### config.mk
export PLATFORM = sky130hd
export DESIGN_NAME = fpmdl_queue
export DESIGN_NICKNAME = d
export VERILOG_FILES = /design/src/fpmdl_pkg.sv /design/src/fpmdl_queue.sv
export SDC_FILE = /design/constraint.sdc
export NUM_CORES = 1
export LEC_CHECK = 0
export ABC_AREA = 1
export BUFFER_PORTS_ARGS = -buffer_cell sky130_fd_sc_hd__buf_2
export CORE_MARGIN = 2
export CORE_UTILIZATION = 52
export DETAILED_ROUTE_END_ITERATION = 12
export HOLD_SLACK_MARGIN = 0.15
export PLACE_DENSITY = 0.79
export SLEW_MARGIN = 0
export SYNTH_ARGS = -nofsm -noshare
export SYNTH_HDL_FRONTEND = slang
export SYNTH_SLANG_ARGS = --single-unit
### constraint.sdc
create_clock -name clk -period 7.92 [get_ports clk]
set_clock_uncertainty 0.2 [all_clocks]
set_input_delay 0.792 -clock clk [delete_from_list [all_inputs] [get_ports clk]]
set_output_delay 0.792 -clock clk [all_outputs]
set_load 0.02 [all_outputs]
### src/fpmdl_pkg.sv
`default_nettype none
package fpmdl_pkg;

	localparam logic [1:0] FUNC_MUL  = 2'd0;
	localparam logic [1:0] FUNC_DIV  = 2'd1;
	localparam logic [1:0] FUNC_LOG2 = 2'd2;
	localparam logic [1:0] FUNC_NLN  = 2'd3;

	localparam logic [1:0] STATUS_OK     = 2'd0;
	localparam logic [1:0] STATUS_DIVZ   = 2'd1;
	localparam logic [1:0] STATUS_LOGERR = 2'd2;

	localparam logic REG_FRAC_BITS = 1'b0;
	localparam logic REG_LN2       = 1'b1;

	localparam logic [6:0]  FRAC_BITS_RESET = 7'd32;
	localparam logic [63:0] LN2_RESET       = 64'h0000_0000_B172_17F7;

	typedef struct packed {
		logic [1:0]  func;
		logic [63:0] operand_a;
		logic [63:0] operand_b;
	} cmd_t;

	typedef struct packed {
		logic [63:0] result;
		logic [1:0]  status;
	} rsp_t;

	// Configuration as seen by the execution side.
	typedef struct packed {
		logic [6:0]  frac_bits;
		logic [63:0] ln2_constant;
	} cfg_t;

	// Classified job handed from front to back.
	typedef struct packed {
		logic [1:0]  func;
		logic [63:0] a;
		logic [63:0] b;
		logic [1:0]  status;
	} job_t;

endpackage
`default_nettype wire

### src/fpmdl_queue.sv
`default_nettype none
module fpmdl_queue (
	input  wire                 clk,
	input  wire                 arst_n,
	input  wire                 push,
	input  fpmdl_pkg::job_t     wr_job,
	input  wire                 pop,
	output fpmdl_pkg::job_t     rd_job,
	output logic                empty,
	output logic                full
);

	fpmdl_pkg::job_t entry_q [2];
	logic       wr_ptr_q;
	logic       rd_ptr_q;
	logic [1:0] count_q;

	always_ff @(posedge clk or negedge arst_n) begin
		if (!arst_n) begin
			wr_ptr_q <= 1'b0;
			rd_ptr_q <= 1'b0;
			count_q  <= 2'd0;
		end else begin
			if (push) wr_ptr_q <= !wr_ptr_q;
			if (pop)  rd_ptr_q <= !rd_ptr_q;
			if (push && !pop)      count_q <= count_q + 2'd1;
			else if (pop && !push) count_q <= count_q - 2'd1;
		end
	end

	always_ff @(posedge clk) begin
		if (push) entry_q[wr_ptr_q] <= wr_job;
	end

	assign rd_job = entry_q[rd_ptr_q];
	assign empty  = (count_q == 2'd0);
	assign full   = (count_q == 2'd2);

endmodule
`default_nettype wire

==> results of run 1 <==
cell usage in the layout, fill, tap and decap left out, drive strengths merged:
cell | netlist | final
nand3 | 1 | 1
diode | 0 | 1
nand4 | 1 | 1
dlygate4sd3 | 0 | 1
clkbuf | 0 | 31
inv | 7 | 7
buf | 15 | 273
edfxtp | 264 | 264
xor2 | 2 | 2
nand2 | 5 | 5
mux2 | 132 | 132
nor2 | 3 | 3
ha | 1 | 1
dfrtp | 4 | 4
clkinv | 0 | 15
clkinvlp | 0 | 1
xnor2 | 1 | 1
bufinv | 0 | 2
kinds of logic after synthesis:
logic type,Yosys count,share of synthesized area [%]
buf+inv,22,1.57
mux,132,17.5
flops,268,80.2
simple gates,10,0.412
fa+ha+maj,1,0.125
xor+xnor,3,0.262
cells in the mapped netlist:
cell type / count / share of area [%]
xor2_1: 2 / 0.17
inv_1: 7 / 0.26
ha_1: 1 / 0.12
buf_2: 6 / 0.30
edfxtp_1: 264 / 79
mux2_4: 70 / 10
dfrtp_1: 4 / 1.0
nand4_1: 1 / 0.063
mux2_2: 62 / 7.0
buf_6: 9 / 1.0
nor2_1: 3 / 0.11
nand2_1: 5 / 0.19
xnor2_1: 1 / 0.087
nand3_1: 1 / 0.050
registers in the layout, summed over array words and instances, names as in the netlist:
name / cells
entry_q: 264
rd_ptr_q: 1
count_q: 2
wr_ptr_q: 1
area by class of cell:
type,count,area (µm²),share of cell area (%)
diodes,1,2.50,0.0201
clock buffers,31,691,5.55
well taps,260,325,2.62
clock inverters,18,135,1.09
multi-input cells,146,1840,14.8
repair buffers,274,1390,11.1
inverters,7,28.8,0.231
flip-flops and latches,268,8030,64.6
worst paths after layout:
path,cells after the start,to,slack [ns]
hold reg to reg,2,count_q[1],0.32
min in group asynchronous,2,rd_ptr_q,0.42
hold / removal,2,rd_ptr_q,0.26
max in group asynchronous,2,rd_ptr_q,6.97
setup / recovery,3,rd_job[131],3.69
setup reg to reg,3,entry_q[1][96],5.30
stage by stage:
stage               utilization, %  cell area, µm²  total power (µW)  std cells
detailed placement            61.6           11600              3550        954
finish                        66.0           12400              4670       1005
CTS                           66.0           12400              4740       1004
floorplan                        -           10000              3160        436
global route                  66.0           12400              4890       1005
global placement              61.6           11600              3510        954
metal layers:
metal	global-route usage, %	share of wire (%)
met1	20.4	38
met2	30.7	51
met3	5.43	8.7
met5	0	0.038
met4	5.94	2.7
power groups by stage:
| stage | registers, µW | logic [µW] | clock network (µW) |
|---|---|---|---|
| floorplan | 2000 | 1160 | 0 |
| global placement | 2040 | 1460 | 0 |
| detailed placement | 2070 | 1480 | 0 |
| CTS | 2040 | 1490 | 1210 |
| global route | 2060 | 1560 | 1260 |
| finish | 2030 | 1470 | 1170 |
worst max-delay path, delay by kind of cell, from the launching register on:
family,cells,cell delay [ns]
flops,1,1.08
buf+inv,2,1.09
mux,1,0.42
==> key figures, run 1 <==
Synthesis
  – Synthesized netlist cell count: 436
  – Post-synthesis sequential area ratio: 80.2%
  – Seq cells post-synth: 268
  – Synth Warn #: 0
  – Syn Nets: 573
  – Mean Syn Cell Area: 23.0 µm²
  – Post-Synthesis Cell Area: 0.0100 mm²
  – Synth unique cells: 14

CTS
  – Worst skew pair latency: 0.51 ns
  – Cts bufs inserted: 27
  – Deepest clock path buffer count: 3
  – # hold bufs at CTS: 1
  – Clock root buffer master: clkbuf_16
  – CTS tree: done
  – Num Clock Sinks: 268
  – Clock transition at the registers of the reported paths: 0.07 ns
  – Post-cts sizing count: 0
  – Setup Fix Bufs, Post-CTS: 0
  – H-tree depth: 1

Floorplanning
  – Die Y: 143 µm
  – Die W: 143 µm
  – Die area: 0.0204 mm²
  – Rows: 50
  – Initial Utilization: 53.2%
  – Core Region: 0.0188 mm²
  – IO Count: 270

STA
  – Fin. Hold Viols: 0
  – Final Slew Violations: 0
  – Max Freq: 236 MHz
  – Part of the cycle the worst path needs: 53.4%
  – Final WS setup: 3.69 ns
  – Worst-Margin Slew: 1.11 ns
  – Finish-stage setup viols: 0
  – Unrepaired setup endpoints after global routing: false
  – Hold slack: 0.259 ns
  – Setup TNS: 0 ns
  – Rel. slew slack: 26.3%
  – Fin crit period: 4.23 ns

Route
  – Via count: 5042
  – DR DRC count: 0
  – Drt wl/cell: 18.3 µm
  – Avg Vias per Cell: 5.02
  – Iter 0 DRT Violations: 245
  – Routed wire length: 18400 µm
  – ANT nets after route: 0
  – DR pass1 iterations: 4

Pwr
  – Switching portion of total power: 31.2%
  – Flop pwr share: 43.4%
  – Leakage power: 0.00491 µW
  – Power Internal: 3220 µW
  – PwrDens: 376 mW/mm²
  – Maximum VDD drop: 0.000234 V
  – Net Switching: 1460 µW
  – Combinational fraction of design power: 31.4%
  – Share of power burned in the clock network: 25.1%

Global route
  – Initial antenna violation count: 2
  – Largest net degree at the start of global routing: 75
  – Gr ovfl total: 0
  – First-pass GRT wire length: 27600 µm
  – Vias in the first global route: 5436
  – Gr usage total: 17.5%

Setup path
  – Crit Path Class: reg2out
  – Worst-path cell chain: buf_4 > mux2_2 > buf_2
  – Slowest CP cell: dfrtp_4
  – Critical Path End Type: output pin
  – Critical path arrival: 3.24 ns
  – CP max FO: 73
  – Critical path's largest stage delay: 1.08 ns
  – Worst path required time: 6.93 ns
  – Critical Path Start: rd_ptr_q
  – Worst R2R Start: wr_ptr_q
  – Kind of start point of the critical path: flop

Final layout
  – Area grow syn2layout: 24.2%
  – Layout cells sized above 1: 60.1%
  – Layout Nets: 861
  – Fill cells: 1229

Job
  – Total of max-cap violations: 0

Worst hold path
  – Hold Startpoint: pop
  – Hold WC Path Type: in2reg

Placement
  – Post-DP HPWL: 12200 µm
  – GPL Wtd Cong: 0.748
  – Place WS: 4.19 ns
  – Port-buffer cells: 269

Outcome
  – Outcome: completed
No activity file was read; power rests on OpenSTA's default activity.
==> run 2, diff against run 1 <==
--- a/config.mk
+++ b/config.mk
@@ -5,13 +5,13 @@
 export SDC_FILE = /design/constraint.sdc
 export NUM_CORES = 1
 export LEC_CHECK = 0
-export ABC_AREA = 1
+export ABC_AREA = 0
 export BUFFER_PORTS_ARGS = -buffer_cell sky130_fd_sc_hd__buf_2
 export CORE_MARGIN = 2
-export CORE_UTILIZATION = 52
+export CORE_UTILIZATION = 47
 export DETAILED_ROUTE_END_ITERATION = 12
 export HOLD_SLACK_MARGIN = 0.15
-export PLACE_DENSITY = 0.79
+export PLACE_DENSITY = 0.76
 export SLEW_MARGIN = 0
 export SYNTH_ARGS = -nofsm -noshare
 export SYNTH_HDL_FRONTEND = slang
==> constraint.sdc (replaced) <==
create_clock -name clk -period 3.45 [get_ports clk]
set_clock_uncertainty 0.2 [all_clocks]
set_input_delay 0.345 -clock clk [delete_from_list [all_inputs] [get_ports clk]]
set_output_delay 0.345 -clock clk [all_outputs]
set_load 0.02 [all_outputs]
==> run 2 against run 1 <==
Effect of this change: combinational power increased by 150%; critical endpoint is now rd_job[38]; first-iteration DRC count fell by 24%; setup slack lost 3.2 ns; synthesized area is 0.20% lower; clock power grew 130%; count of clock-buffer cells in the layout grew 1; largest cell class unchanged; non-clock buffer count grew 138; power rose by 130%; global-route usage is 0.58 points higher; wire length grew 15%; worst hold slack better by 0.055 ns.
==> key figures, run 2 <==
Route
  – Iter 0 DRT Violations: 186 (was 245)
  – Routed wire length: 21100 µm (was 18400 µm)
  – ANT nets after route: 0 (unchanged)
  – DR DRC count: 0 (unchanged)
  – Avg Vias per Cell: 4.89 (was 5.02)
  – Via count: 5603 (was 5042)
  – Drt wl/cell: 18.4 µm (was 18.3 µm)
  – DR pass1 iterations: 7 (was 4)

STA
  – Finish-stage setup viols: 0 (unchanged)
  – Max Freq: 340 MHz
  – Fin. Hold Viols: 0 (unchanged)
  – Hold slack: 0.314 ns (was 0.259 ns)
  – Setup TNS: 0 ns (unchanged)
  – Final Slew Violations: 0 (unchanged)
  – Rel. slew slack: 55.9% (was 26.3%)
  – Unrepaired setup endpoints after global routing: false (unchanged)
  – Final WS setup: 0.511 ns (was 3.69 ns)
  – Fin crit period: 2.94 ns
  – Worst-Margin Slew: 0.661 ns (was 1.11 ns)
  – Part of the cycle the worst path needs: 85.2%

Synthesis
  – Commonest cells post-synth: edfxtp_1 (264), mux2_4 (70), mux2_2 (62) (unchanged)
  – Synthesized netlist cell count: 427 (was 436)
  – Syn Nets: 564 (was 573)
  – Largest cells by area after synthesis: edfxtp_1 (79%), mux2_4 (11%), mux2_2 (7.0%) (was edfxtp_1 (79%), mux2_4 (10%), mux2_2 (7.0%))
  – Most common cell in the netlist: edfxtp_1 (unchanged)
  – Synth Warn #: 0 (unchanged)
  – Post-synth ARST share: 1.49% (unchanged)
  – EDFF count, synth: 264 (unchanged)
  – Ys flop type: edfxtp_1 (unchanged)
  – Mean Syn Cell Area: 23.4 µm² (was 23.0 µm²)
  – Yosys top cell area share: 79.3% (was 79.2%)
  – Post-Synthesis Cell Area: 0.00999 mm² (was 0.0100 mm²)
  – Seq cells post-synth: 268 (unchanged)
  – Synth unique cells: 13 (was 14)
  – Post-synthesis sequential area ratio: 80.3% (was 80.2%)
  – Post-synth top area cell: edfxtp_1 (unchanged)

Global route
  – Largest net degree at the start of global routing: 85 (was 75)
  – Initial antenna violation count: 0 (was 2)
  – First-pass GRT wire length: 31300 µm (was 27600 µm)
  – Gr usage total: 18.0% (was 17.5%)
  – Vias in the first global route: 6003 (was 5436)
  – Gr ovfl total: 0 (unchanged)

Floorplanning
  – Core Region: 0.0210 mm² (was 0.0188 mm²)
  – Rows: 53 (was 50)
  – Initial Utilization: 47.7% (was 53.2%)
  – IO Count: 270 (unchanged)
  – Die Y: 150 µm (was 143 µm)
  – Die W: 150 µm (was 143 µm)
  – Die area: 0.0224 mm² (was 0.0204 mm²)

Placement
  – Place WS: 1.06 ns (was 4.19 ns)
  – GPL Wtd Cong: 0.705 (was 0.748)
  – Post-DP HPWL: 12400 µm (was 12200 µm)
  – Port-buffer cells: 269 (unchanged)
  – Placed cells: 963 (was 954)

Pwr
  – Maximum VDD drop: 0.000521 V (was 0.000234 V)
  – Combinational fraction of design power: 33.3% (was 31.4%)
  – PwrDens: 793 mW/mm² (was 376 mW/mm²)
  – Power Internal: 7510 µW (was 3220 µW)
  – Leakage power: 0.00547 µW (was 0.00491 µW)
  – Switching portion of total power: 31.6% (was 31.2%)
  – Share of power burned in the clock network: 24.8% (was 25.1%)
  – Net Switching: 3470 µW (was 1460 µW)
  – Flop pwr share: 41.9% (was 43.4%)
  – Total Power: 11000 µW (was 4670 µW)

Setup path
  – Slowest CP cell: dfrtp_4 (unchanged)
  – Worst path required time: 2.90 ns (was 6.93 ns)
  – Crit Path Class: reg2out (unchanged)
  – CP bufs+invs: 2 (unchanged)
  – Critical Path End Type: output pin (unchanged)
  – CP max FO: 50 (was 73)
  – Worst-path cell chain: buf_12 > mux2_2 > buf_2 (was buf_4 > mux2_2 > buf_2)
  – Critical path arrival: 2.39 ns (was 3.24 ns)
  – Kind of start point of the critical path: flop (unchanged)
  – Crit-path leading delay family: flip-flops (was buffers and inverters)
  – Critical path's largest stage delay: 0.85 ns (was 1.08 ns)

CTS
  – Clock root buffer master: clkbuf_16 (unchanged)
  – Cts bufs inserted: 27 (unchanged)
  – H-tree depth: 1 (unchanged)
  – CTS tree: done (unchanged)
  – # hold bufs at CTS: 136 (was 1)
  – Setup Fix Bufs, Post-CTS: 0 (unchanged)
  – Num Clock Sinks: 268 (unchanged)
  – Post-cts sizing count: 0 (unchanged)
  – Worst skew pair latency: 0.51 ns (about the same)
  – Deepest clock path buffer count: 3 (unchanged)
  – Clock transition at the registers of the reported paths: 0.06 ns (was 0.07 ns)

Final layout
  – Top reg by flops: entry_q (unchanged)
  – Largest register FFs: 264 (unchanged)
  – # diodes: 0 (was 1)
  – Layout cells sized above 1: 51.3% (was 60.1%)
  – Final Non-Filler Cells: 1146 (was 1005)
  – Commonest non-fill, non-tap cell in the layout: buf_2 (unchanged)
  – Commonest cells after routing, fill and taps aside: buf_2 (269), edfxtp_1 (264), dlygate4sd3_1 (136), mux2_4 (70), mux2_2 (62) (was buf_2 (269), edfxtp_1 (264), mux2_4 (70), mux2_2 (62), clkbuf_16 (27))
  – Layout Nets: 990 (was 861)
  – Area grow syn2layout: 38.5% (was 24.2%)
  – Largest registers: entry_q: 264 flops, count_q: 2 flops (unchanged)

Worst hold path
  – Hold WC Path Type: reg2reg (was in2reg)

Job
  – Total of max-cap violations: 0 (unchanged)

Outcome
  – Outcome: completed (unchanged)
run 2: cell families (layout without fill, tap and decap cells):
logic type    Yosys count  after routing  share of synthesized area [%]
simple gates            5              5                          0.263
xor+xnor                5              5                          0.438
mux                   132            132                           17.5
flops                 268            268                           80.3
buf+inv                16            460                           1.35
fa+ha+maj               1              1                          0.125
run 2: metal layers:
metal  vias to the layer above  GRT usage [%]  part of all wire (%)
met5                         -              0                     0
met4                         0           5.47                   2.4
met3                        41           4.18                   7.4
met2                       249           32.7                    51
met1                      2758           21.3                    39
li1                       2555              -                     -
run 2: final timing paths:
kind / start / end / slack, ns / depth (start not counted)
setup / recovery: rd_ptr_q / rd_job[38] / 0.51 / 3
hold / removal: count_q[1] / count_q[1] / 0.31 / 1
setup reg to reg: wr_ptr_q / entry_q[1][70] / 1.41 / 2
hold reg to reg: count_q[1] / count_q[1] / 0.31 / 1
max in group asynchronous: arst_n / rd_ptr_q / 2.36 / 3
min in group asynchronous: arst_n / rd_ptr_q / 0.50 / 3
run 2: through the flow:
step | cell area, µm² | util [%]
after floorplan | 10000 | -
after global placement | 11700 | 55.6
after detailed placement | 11700 | 55.6
after CTS | 13800 | 66.1
after global routing | 13800 | 66.1
final | 13800 | 66.1
run 2: layout make-up:
class                           instances  area [µm²]
Clock buffer                           32         694
Tap cell                              275         344
Multi-Input combinational cell        143        1840
Inverter                                1        3.75
Sequential cell                       268        8030
Clock inverter                         15         130
Fill cell                            1348        7110
Timing Repair Buffer                  412        2800
run 2: power groups by stage:
| stage | clock, µW | combinational [µW] | sequential, µW |
|---|---|---|---|
| final | 2730 | 3650 | 4590 |
| after global routing | 2910 | 3860 | 4660 |
| after CTS | 2780 | 3660 | 4600 |
| after detailed placement | 0 | 3520 | 4660 |
| after global placement | 0 | 3470 | 4620 |
| after floorplan | 0 | 2660 | 4520 |
