### config.mk
export PLATFORM = sky130hd
export DESIGN_NAME = fpmdl_front
export DESIGN_NICKNAME = d
export VERILOG_FILES = /design/src/fpmdl_pkg.sv /design/src/fpmdl_front.sv
export SDC_FILE = /design/constraint.sdc
export NUM_CORES = 1
export LEC_CHECK = 0
export BUFFER_PORTS_ARGS = -buffer_cell sky130_fd_sc_hd__clkbuf_2
export CELL_PAD_IN_SITES_DETAIL_PLACEMENT = 1
export CELL_PAD_IN_SITES_GLOBAL_PLACEMENT = 2
export CORE_AREA = 5 5 155 157
export CTS_BUF_LIST = sky130_fd_sc_hd__clkbuf_4
export DETAILED_ROUTE_END_ITERATION = 10
export DIE_AREA = 0 0 160 162
export PLACE_DENSITY_LB_ADDON = 0.12
export SYNTH_ARGS = -nofsm -noshare
export SYNTH_HDL_FRONTEND = slang
export SYNTH_SLANG_ARGS = --single-unit
### constraint.sdc
create_clock -name clk -period 3.3 [get_ports clk]
set_clock_uncertainty 0.15 [all_clocks]
set_input_delay 0.66 -clock clk [delete_from_list [all_inputs] [get_ports clk]]
set_output_delay 0.66 -clock clk [all_outputs]
set_load 0.03 [all_outputs]
### src/fpmdl_pkg.sv
`default_nettype none
package fpmdl_pkg;

	localparam logic [1:0] FUNC_MUL  = 2'd0;
	localparam logic [1:0] FUNC_DIV  = 2'd1;
	localparam logic [1:0] FUNC_LOG2 = 2'd2;
	localparam logic [1:0] FUNC_NLN  = 2'd3;

	localparam logic [1:0] STATUS_OK     = 2'd0;
	localparam logic [1:0] STATUS_DIVZ   = 2'd1;
	localparam logic [1:0] STATUS_LOGERR = 2'd2;

	localparam logic REG_FRAC_BITS = 1'b0;
	localparam logic REG_LN2       = 1'b1;

	localparam logic [6:0]  FRAC_BITS_RESET = 7'd32;
	localparam logic [63:0] LN2_RESET       = 64'h0000_0000_B172_17F7;

	typedef struct packed {
		logic [1:0]  func;
		logic [63:0] operand_a;
		logic [63:0] operand_b;
	} cmd_t;

	typedef struct packed {
		logic [63:0] result;
		logic [1:0]  status;
	} rsp_t;

	// Configuration as seen by the execution side.
	typedef struct packed {
		logic [6:0]  frac_bits;
		logic [63:0] ln2_constant;
	} cfg_t;

	// Classified job handed from front to back.
	typedef struct packed {
		logic [1:0]  func;
		logic [63:0] a;
		logic [63:0] b;
		logic [1:0]  status;
	} job_t;

endpackage
`default_nettype wire

### src/fpmdl_front.sv
`default_nettype none
module fpmdl_front #(
	parameter int WORD_WIDTH = 64
) (
	input  wire                 clk,
	input  wire                 arst_n,
	input  wire                 start,
	input  wire                 full,
	input  fpmdl_pkg::cmd_t     cmd,
	input  wire                 cfg_we,
	input  wire                 cfg_index,
	input  wire  [63:0]         cfg_data,
	output logic                push,
	output fpmdl_pkg::job_t     job,
	output fpmdl_pkg::cfg_t     cfg
);

	localparam logic [63:0] WMASK = {64{1'b1}} >> (64 - WORD_WIDTH);

	logic [6:0]  frac_bits_q;
	logic [63:0] ln2_q;
	logic [63:0] a_m;
	logic [63:0] b_m;
	logic        bad_prec;

	always_ff @(posedge clk or negedge arst_n) begin
		if (!arst_n) begin
			frac_bits_q <= fpmdl_pkg::FRAC_BITS_RESET;
			ln2_q       <= fpmdl_pkg::LN2_RESET;
		end else if (cfg_we) begin
			case (cfg_index)
				fpmdl_pkg::REG_FRAC_BITS: frac_bits_q <= cfg_data[6:0];
				fpmdl_pkg::REG_LN2:       ln2_q       <= cfg_data;
				default:                  ;
			endcase
		end
	end

	assign a_m      = cmd.operand_a & WMASK;
	assign b_m      = cmd.operand_b & WMASK;
	assign bad_prec = (frac_bits_q == 7'd0) || (frac_bits_q > 7'(WORD_WIDTH - 1));
	assign push     = start && !full;

	// classify: flag the error cases up front so the back only executes real work
	always_comb begin
		job.func   = cmd.func;
		job.a      = a_m;
		job.b      = b_m;
		job.status = fpmdl_pkg::STATUS_OK;
		case (cmd.func)
			fpmdl_pkg::FUNC_DIV: begin
				if (b_m == 64'd0) job.status = fpmdl_pkg::STATUS_DIVZ;
			end
			fpmdl_pkg::FUNC_LOG2, fpmdl_pkg::FUNC_NLN: begin
				if (bad_prec || a_m == 64'd0) job.status = fpmdl_pkg::STATUS_LOGERR;
			end
			default: ;
		endcase
	end

	assign cfg.frac_bits    = frac_bits_q;
	assign cfg.ln2_constant = ln2_q & WMASK;

endmodule
`default_nettype wire

==> results of run 1 <==
how the worst min path moves through the flow:
stage,depth (start not counted),to,slack (ns)
3_5_place_dp,1,ln2_q[42],0.34
2_1_floorplan,0,frac_bits_q[0],0.21
6_report,1,ln2_q[43],0.19
3_3_place_gp,1,ln2_q[59],0.34
4_1_cts,1,ln2_q[46],0.18
5_1_grt,1,ln2_q[46],0.23
cells by family after synthesis:
family / count (synthesis)
AOI/OAI and AO/OA: 1
buffers and inverters: 137
DFF: 71
muxes: 71
and+or+nand+nor: 49
power groups by stage:
stage | logic, mW | clock network (mW) | registers (mW)
floorplan | 0.450 | 0 | 1.37
global placement | 1.05 | 0 | 1.10
detailed placement | 1.06 | 0 | 1.11
CTS | 1.06 | 0.619 | 1.10
global route | 1.09 | 0.658 | 1.11
finish | 1.03 | 0.572 | 1.09
flip-flops by register name, indices dropped and copies added (netlist names):
name	cells
ln2_q	64
frac_bits_q	7
through the flow:
stage | worst slack, ns | util
global placement | 0.486 | 0.238
detailed placement | 0.437 | 0.238
CTS | 0.434 | 0.244
global route | 0.314 | 0.244
finish | 0.449 | 0.244
floorplan | 0.672 | -
routing by layer:
layer | wire [microns] | share of wire | track usage | up-vias
li1 | - | - | - | 1593
met4 | 394 | 0.021 | 0.0430 | 0
met3 | 1860 | 0.10 | 0.0596 | 19
met5 | 0 | 0 | 0 | -
met1 | 6540 | 0.35 | 0.142 | 1684
met2 | 9720 | 0.52 | 0.249 | 213
layout by cell type (no fill, tap or decap):
cell type / netlist / routed
or4_1: 1 / 1
nor4_2: 2 / 2
dfrtp_1: 51 / 51
nor3_1: 1 / 1
buf_4: 130 / 4
nand2_2: 1 / 1
clkbuf_4: 0 / 10
inv_6: 0 / 1
clkinv_1: 0 / 1
nand4_1: 6 / 6
nand3_1: 2 / 2
nor2_1: 1 / 1
diode_2: 0 / 1
nor2b_1: 2 / 2
and4_1: 1 / 1
clkinv_4: 0 / 1
clkbuf_2: 0 / 402
dfstp_2: 20 / 20
clkinv_2: 0 / 2
bufinv_16: 0 / 1
nor4_1: 31 / 31
o31a_1: 1 / 1
mux2_2: 71 / 71
nor4b_1: 1 / 1
synthesized netlist by cell type:
cell type | count | area (sq um)
nand4_1 | 6 | 37.5
o31a_1 | 1 | 8.76
and4_1 | 1 | 8.76
buf_4 | 130 | 976
buf_2 | 7 | 35.0
nor3_1 | 1 | 5.00
mux2_2 | 71 | 800
nor2_1 | 1 | 3.75
or4_1 | 1 | 7.51
nor2b_1 | 2 | 12.5
dfrtp_1 | 51 | 1280
nor4_1 | 31 | 194
nand2_2 | 1 | 6.26
nand3_1 | 2 | 10.0
nor4_2 | 2 | 25.0
dfstp_2 | 20 | 526
nor4b_1 | 1 | 8.76
final cells by class:
class                      count  area share
antenna                        1    0.000458
clock buffer                  10      0.0137
clock inverter                 6      0.0112
multi-input combinational    121       0.206
sequential                    71       0.330
tap                          285      0.0652
timing repair buffer         406       0.374
==> summary.txt, run 1 <==
Synth
  • Post-synth cell types: 17
  • Syn_nets: 529
  • Synth Area in Simple Gates: 0.0810
  • Syn Inst Count: 329
  • Synth warn: 0
  • Synth Area in XOR/XNOR: 0
  • Post-synthesis area per instance: 12.0 sq um
  • Synth Register Bits: 71
  • Post-synthesis mux area share: 0.203
  • Post-synthesis compound-gate area fraction: 0.00222
  • Sequential area share after synthesis: 0.457
  • Synth Cell Area: 0.00394 sq mm
  • Main combinational cell family by area after synthesis: buffers and inverters
  • Adder-cell share of the synthesized area: 0

STA
  • Fin. max-slew vios: 0
  • Hold slack: 0.190 ns
  • # setup viols final: 0
  • FMAX: 351 MHz
  • Crit share post-route: 0.864
  • RSZ-0062 raised after global routing: false
  • Slew HR: 0.372
  • Least-Margin Pin Slew: 0.942 ns
  • Setup_tns: 0 ns
  • Final hold violations: 0
  • Fin crit period: 2.85 ns

Clocking
  • CTS Buffer Depth: 2
  • CTS tree: built
  • Clock Sinks: 71
  • CTS Hold Bufs: 0
  • Clk pin slew, worst setup/hold paths: 0.14 ns
  • Clk Tree Root Cell: clkbuf_4
  • Inserted Clock Buffers: 9
  • Cts repair resizes: 0
  • Skew-Pair Late Insertion Delay: 0.42 ns
  • CTS H-Tree Depth: 3
  • Postcts setup bufs: 0

Critical path
  • Setup crit end kind: output port
  • CP Max Fanout: 2
  • R2R setup slack: 2.36 ns
  • Critical Path Max Stage Delay: 0.36 ns
  • CP delay by family, top: simple AND/OR/NAND/NOR gates
  • WP data required: 2.49 ns
  • CP arrival: 2.04 ns
  • CP Class: input pin to output port
  • Reg2Reg Capture Point: frac_bits_q[6]
  • R2R depth: 1
  • Setup crit end: job[1]
  • CP cell instances: clkbuf_2 -> nor4_1 -> nand4_1 -> nor4_1 -> o31a_1 -> clkbuf_2
  • Type of origin of the critical path: input pin
  • Slowest CP cell: nor4_1
  • Crit path depth: 6
  • Reg2reg start: frac_bits_q[6]
  • Worst setup path startpoint: cmd[102]
  • Critical path buffers and inverters: 2

Routing
  • Vias per cell: 3.90
  • Drc violations: 0
  • Final WL: 18500 microns
  • DRT Pass-1 Iters: 4
  • Routed via count: 3509
  • ANT nets after route: 0
  • Starting DRT DRC Count: 94
  • Routed length per instance: 20.6 microns

Die
  • Chip Width: 160 microns
  • Io pins: 404
  • Die area: 0.0259 sq mm
  • Core area: 0.0224 sq mm
  • Row Count: 55
  • DIE HEIGHT: 162 microns
  • Initial core utilization: 0.176

Final layout
  • Layout area overhead: 38.7%
  • Fill cells: 2658
  • Fin cells: 900
  • Design area: 0.00547 sq mm
  • Share of cells above drive strength 1: 0.839
  • Register area: 0.00180 sq mm
  • Final #Nets: 809
  • Multi-input gate area: 0.00113 sq mm

Power and ir drop
  • Flop pwr share: 0.405
  • Switching share of power: 0.407
  • Clk pwr share: 0.212
  • VDD IR-drop max: 199 uV
  • Power Total: 2.70 mW
  • Combinational power share: 0.383
  • Leakage: 2.90 nW
  • PwrDens: 493 mW/mm^2
  • P_sw: 1.10 mW
  • Pint: 1.60 mW

Global routing
  • GRT overflow: 0
  • Initial antenna violation count: 1
  • Pin count of the biggest net entering global routing: 72
  • First-pass GRT wire length: 26600 microns
  • Overall routing resource usage: 0.137
  • Vias in the first global route: 4025

Place
  • Buffers added on ports: 403
  • Placer Congestion: 0.871
  • Dpl cell area: 0.00533 sq mm
  • Placed Cells incl. Taps: 883
  • Dpl hpwl: 16300 microns

Run
  • Max Cap Viol: 0

Run status
  • Status: finished clean

Hold path
  • Hold WC Path Type: input pin to asynchronous set/reset pin
Power figures use the tool's default switching activity.
==> run 2, diff against run 1 <==
Settings changed: BUFFER_PORTS_ARGS -buffer_cell sky130_fd_sc_hd__clkbuf_2 to -buffer_cell sky130_fd_sc_hd__buf_4.
==> run 2 against run 1 <==
Against the previous run:
- sequential power about the same
- sequential cell count unchanged
- wire length increased by 6.8%
- die area unchanged
- fmax increased by 1.3%
- critical path depth unchanged
- clock-buffer cell count unchanged
- combinational power increased by 19%
- global-route usage increased by 0.67 points
- hold slack improved by 0.025 ns
- non-clock buffer count unchanged
- total power increased by 4.7%
- critical endpoint unchanged
==> summary.txt, run 2 (synthesis results as in run 1) <==
Clocking
  • CTS Hold Bufs: 0 (unchanged)
  • Inserted Clock Buffers: 9 (unchanged)
  • Skew-Pair Late Insertion Delay: 0.41 ns (was 0.42 ns)
  • Cts repair resizes: 0 (unchanged)
  • CTS Buffer Depth: 2 (unchanged)
  • Clock Sinks: 71 (unchanged)
  • Clk Tree Root Cell: clkbuf_4 (unchanged)
  • Clk pin slew, worst setup/hold paths: 0.13 ns (was 0.14 ns)
  • Postcts setup bufs: 0 (unchanged)
  • CTS tree: built (unchanged)
  • CTS H-Tree Depth: 3 (unchanged)

Routing
  • Starting DRT DRC Count: 56 (was 94)
  • Drc violations: 0 (unchanged)
  • Routed via count: 3572 (was 3509)
  • Routed length per instance: 21.9 microns (was 20.6 microns)
  • ANT nets after route: 0 (unchanged)
  • Final WL: 19800 microns (was 18500 microns)
  • DRT Pass-1 Iters: 4 (unchanged)
  • Vias per cell: 3.96 (was 3.90)

Run
  • Max Cap Viol: 0 (unchanged)

Power and ir drop
  • Power Total: 2.82 mW (was 2.70 mW)
  • PwrDens: 437 mW/mm^2 (was 493 mW/mm^2)
  • VDD IR-drop max: 177 uV (was 199 uV)
  • Leakage: 3.15 nW (was 2.90 nW)

Final layout
  • Register with the most flip-flops: ln2_q (unchanged)
  • Max FFs per register: 64 (unchanged)
  • Most frequent cells in the layout: buf_4, mux2_2, dfrtp_1 (was clkbuf_2, mux2_2, dfrtp_1)
  • Fin cells: 901 (was 900)
  • Fill cells: 2578 (was 2658)
  • Final #Nets: 809 (unchanged)
  • Largest registers: ln2_q: 64 flops, frac_bits_q: 7 flops (unchanged)
  • Most common cell after layout, fill and taps aside: buf_4 (was clkbuf_2)
  • Share of cells above drive strength 1: 0.839 (unchanged)
  • Layout area overhead: 64.1% (was 38.7%)

Critical path
  • WP data required: 2.49 ns (about the same)
  • CP cell instances: buf_4 -> nor4_1 -> nand4_1 -> nor4_1 -> o31a_1 -> buf_4 (was clkbuf_2 -> nor4_1 -> nand4_1 -> nor4_1 -> o31a_1 -> clkbuf_2)
  • CP arrival: 2.00 ns (was 2.04 ns)
  • CP Max Fanout: 2 (unchanged)
  • Type of origin of the critical path: input pin (unchanged)
  • Setup crit end kind: output port (unchanged)
  • R2R setup slack: 2.36 ns (about the same)
  • Critical Path Max Stage Delay: 0.36 ns (about the same)
  • CP Class: input pin to output port (unchanged)
  • Slowest CP cell: nor4_1 (unchanged)

Die
  • DIE HEIGHT: 162 microns (unchanged)
  • Die area: 0.0259 sq mm (unchanged)
  • Chip Width: 160 microns (unchanged)
  • Row Count: 55 (unchanged)
  • Initial core utilization: 0.176 (unchanged)
  • Core area: 0.0224 sq mm (unchanged)
  • Io pins: 404 (unchanged)

STA
  • # setup viols final: 0 (unchanged)
  • Fin crit period: 2.81 ns (was 2.85 ns)
  • RSZ-0062 raised after global routing: false (unchanged)
  • FMAX: 355 MHz (was 351 MHz)
  • Setup ws final: 0.486 ns (was 0.449 ns)
  • Fin. max-slew vios: 0 (unchanged)
  • Final hold violations: 0 (unchanged)
  • Slew HR: 0.363 (was 0.372)
  • Least-Margin Pin Slew: 0.956 ns (was 0.942 ns)
  • Crit share post-route: 0.853 (was 0.864)
  • Setup_tns: 0 ns (unchanged)

Place
  • Dpl hpwl: 17100 microns (was 16300 microns)
  • Setup WS pre-CTS: 0.451 ns (was 0.437 ns)
  • Placer Congestion: 0.858 (was 0.871)
  • Buffers added on ports: 403 (unchanged)
  • Placed Cells incl. Taps: 883 (unchanged)

Global routing
  • Met2 global-route usage: 0.269 (was 0.249)
  • Pin count of the biggest net entering global routing: 72 (unchanged)
  • Overall routing resource usage: 0.143 (was 0.137)
  • Initial antenna violation count: 2 (was 1)
  • Vias in the first global route: 4019 (was 4025)
  • GRT overflow: 0 (unchanged)
  • Busiest grt layer: met2 (unchanged)
  • Met1 Track Usage GR: 0.142 (about the same)
  • Met3 Track Usage GR: 0.0693 (was 0.0596)
  • First-pass GRT wire length: 28000 microns (was 26600 microns)

Hold path
  • Hold WC Path Type: input pin to asynchronous set/reset pin (unchanged)

Run status
  • Status: finished clean (unchanged)
==> run 2: changes by cell type in the layout (fill, tap and decap cells not counted) <==
| cell | before | now |
|---|---|---|
| clkinvlp_4 | 0 | 2 |
| buf_4 | 4 | 405 |
| inv_6 | 1 | 0 |
| bufinv_16 | 1 | 0 |
| buf_12 | 0 | 1 |
| clkbuf_2 | 402 | 0 |
| diode_2 | 1 | 2 |
==> run 2: layer usage <==
| metal | part of all wire | up-vias | routed length, microns |
|---|---|---|---|
| li1 | - | 1590 | - |
| met1 | 0.34 | 1762 | 6800 |
| met2 | 0.54 | 207 | 10700 |
| met3 | 0.10 | 13 | 2060 |
| met4 | 0.010 | 0 | 205 |
| met5 | 0 | - | 0 |
==> run 2: where the power goes <==
group / internal [mW] / switching [mW] / total (mW)
Combinational: 0.530 / 0.703 / 1.23
Clock: 0.159 / 0.336 / 0.496
Sequential: 1.02 / 0.0705 / 1.09
Total: 1.71 / 1.11 / 2.82
==> run 2: worst paths after layout <==
path                       depth (start not counted)        endpoint           start
max in group asynchronous                          1       ln2_q[18]          arst_n
setup reg to reg                                   1  frac_bits_q[6]  frac_bits_q[6]
hold / removal                                     1       ln2_q[43]          arst_n
min in group clk                                   2       ln2_q[44]    cfg_data[44]
hold reg to reg                                    1       ln2_q[18]       ln2_q[18]
setup / recovery                                   6          job[1]        cmd[117]
==> run 2: metrics by stage <==
step           instance area (sq um)  hold slack [ns]   util
2_1_floorplan                   3940            0.214      -
3_3_place_gp                    6350            0.340  0.284
3_5_place_dp                    6350            0.345  0.284
4_1_cts                         6460            0.206  0.289
5_1_grt                         6460            0.224  0.289
6_report                        6460            0.216  0.289
==> run 2: layout make-up <==
cell class / count / area, sq um / area share
Antenna cell: 2 / 5.00 / 0.000774
Clock buffer: 10 / 75.1 / 0.0116
Clock inverter: 6 / 37.5 / 0.00581
Multi-Input combinational cell: 121 / 1130 / 0.174
Sequential cell: 71 / 1800 / 0.279
Tap cell: 285 / 357 / 0.0552
Timing Repair Buffer: 406 / 3060 / 0.473
==> run 2: critical path: cells and delay by family <==
family                 cells  cell delay, ns
AO/OA/AOI/OAI              1            0.17
buffers and inverters      2            0.27
AND/OR/NAND/NOR            3            0.89
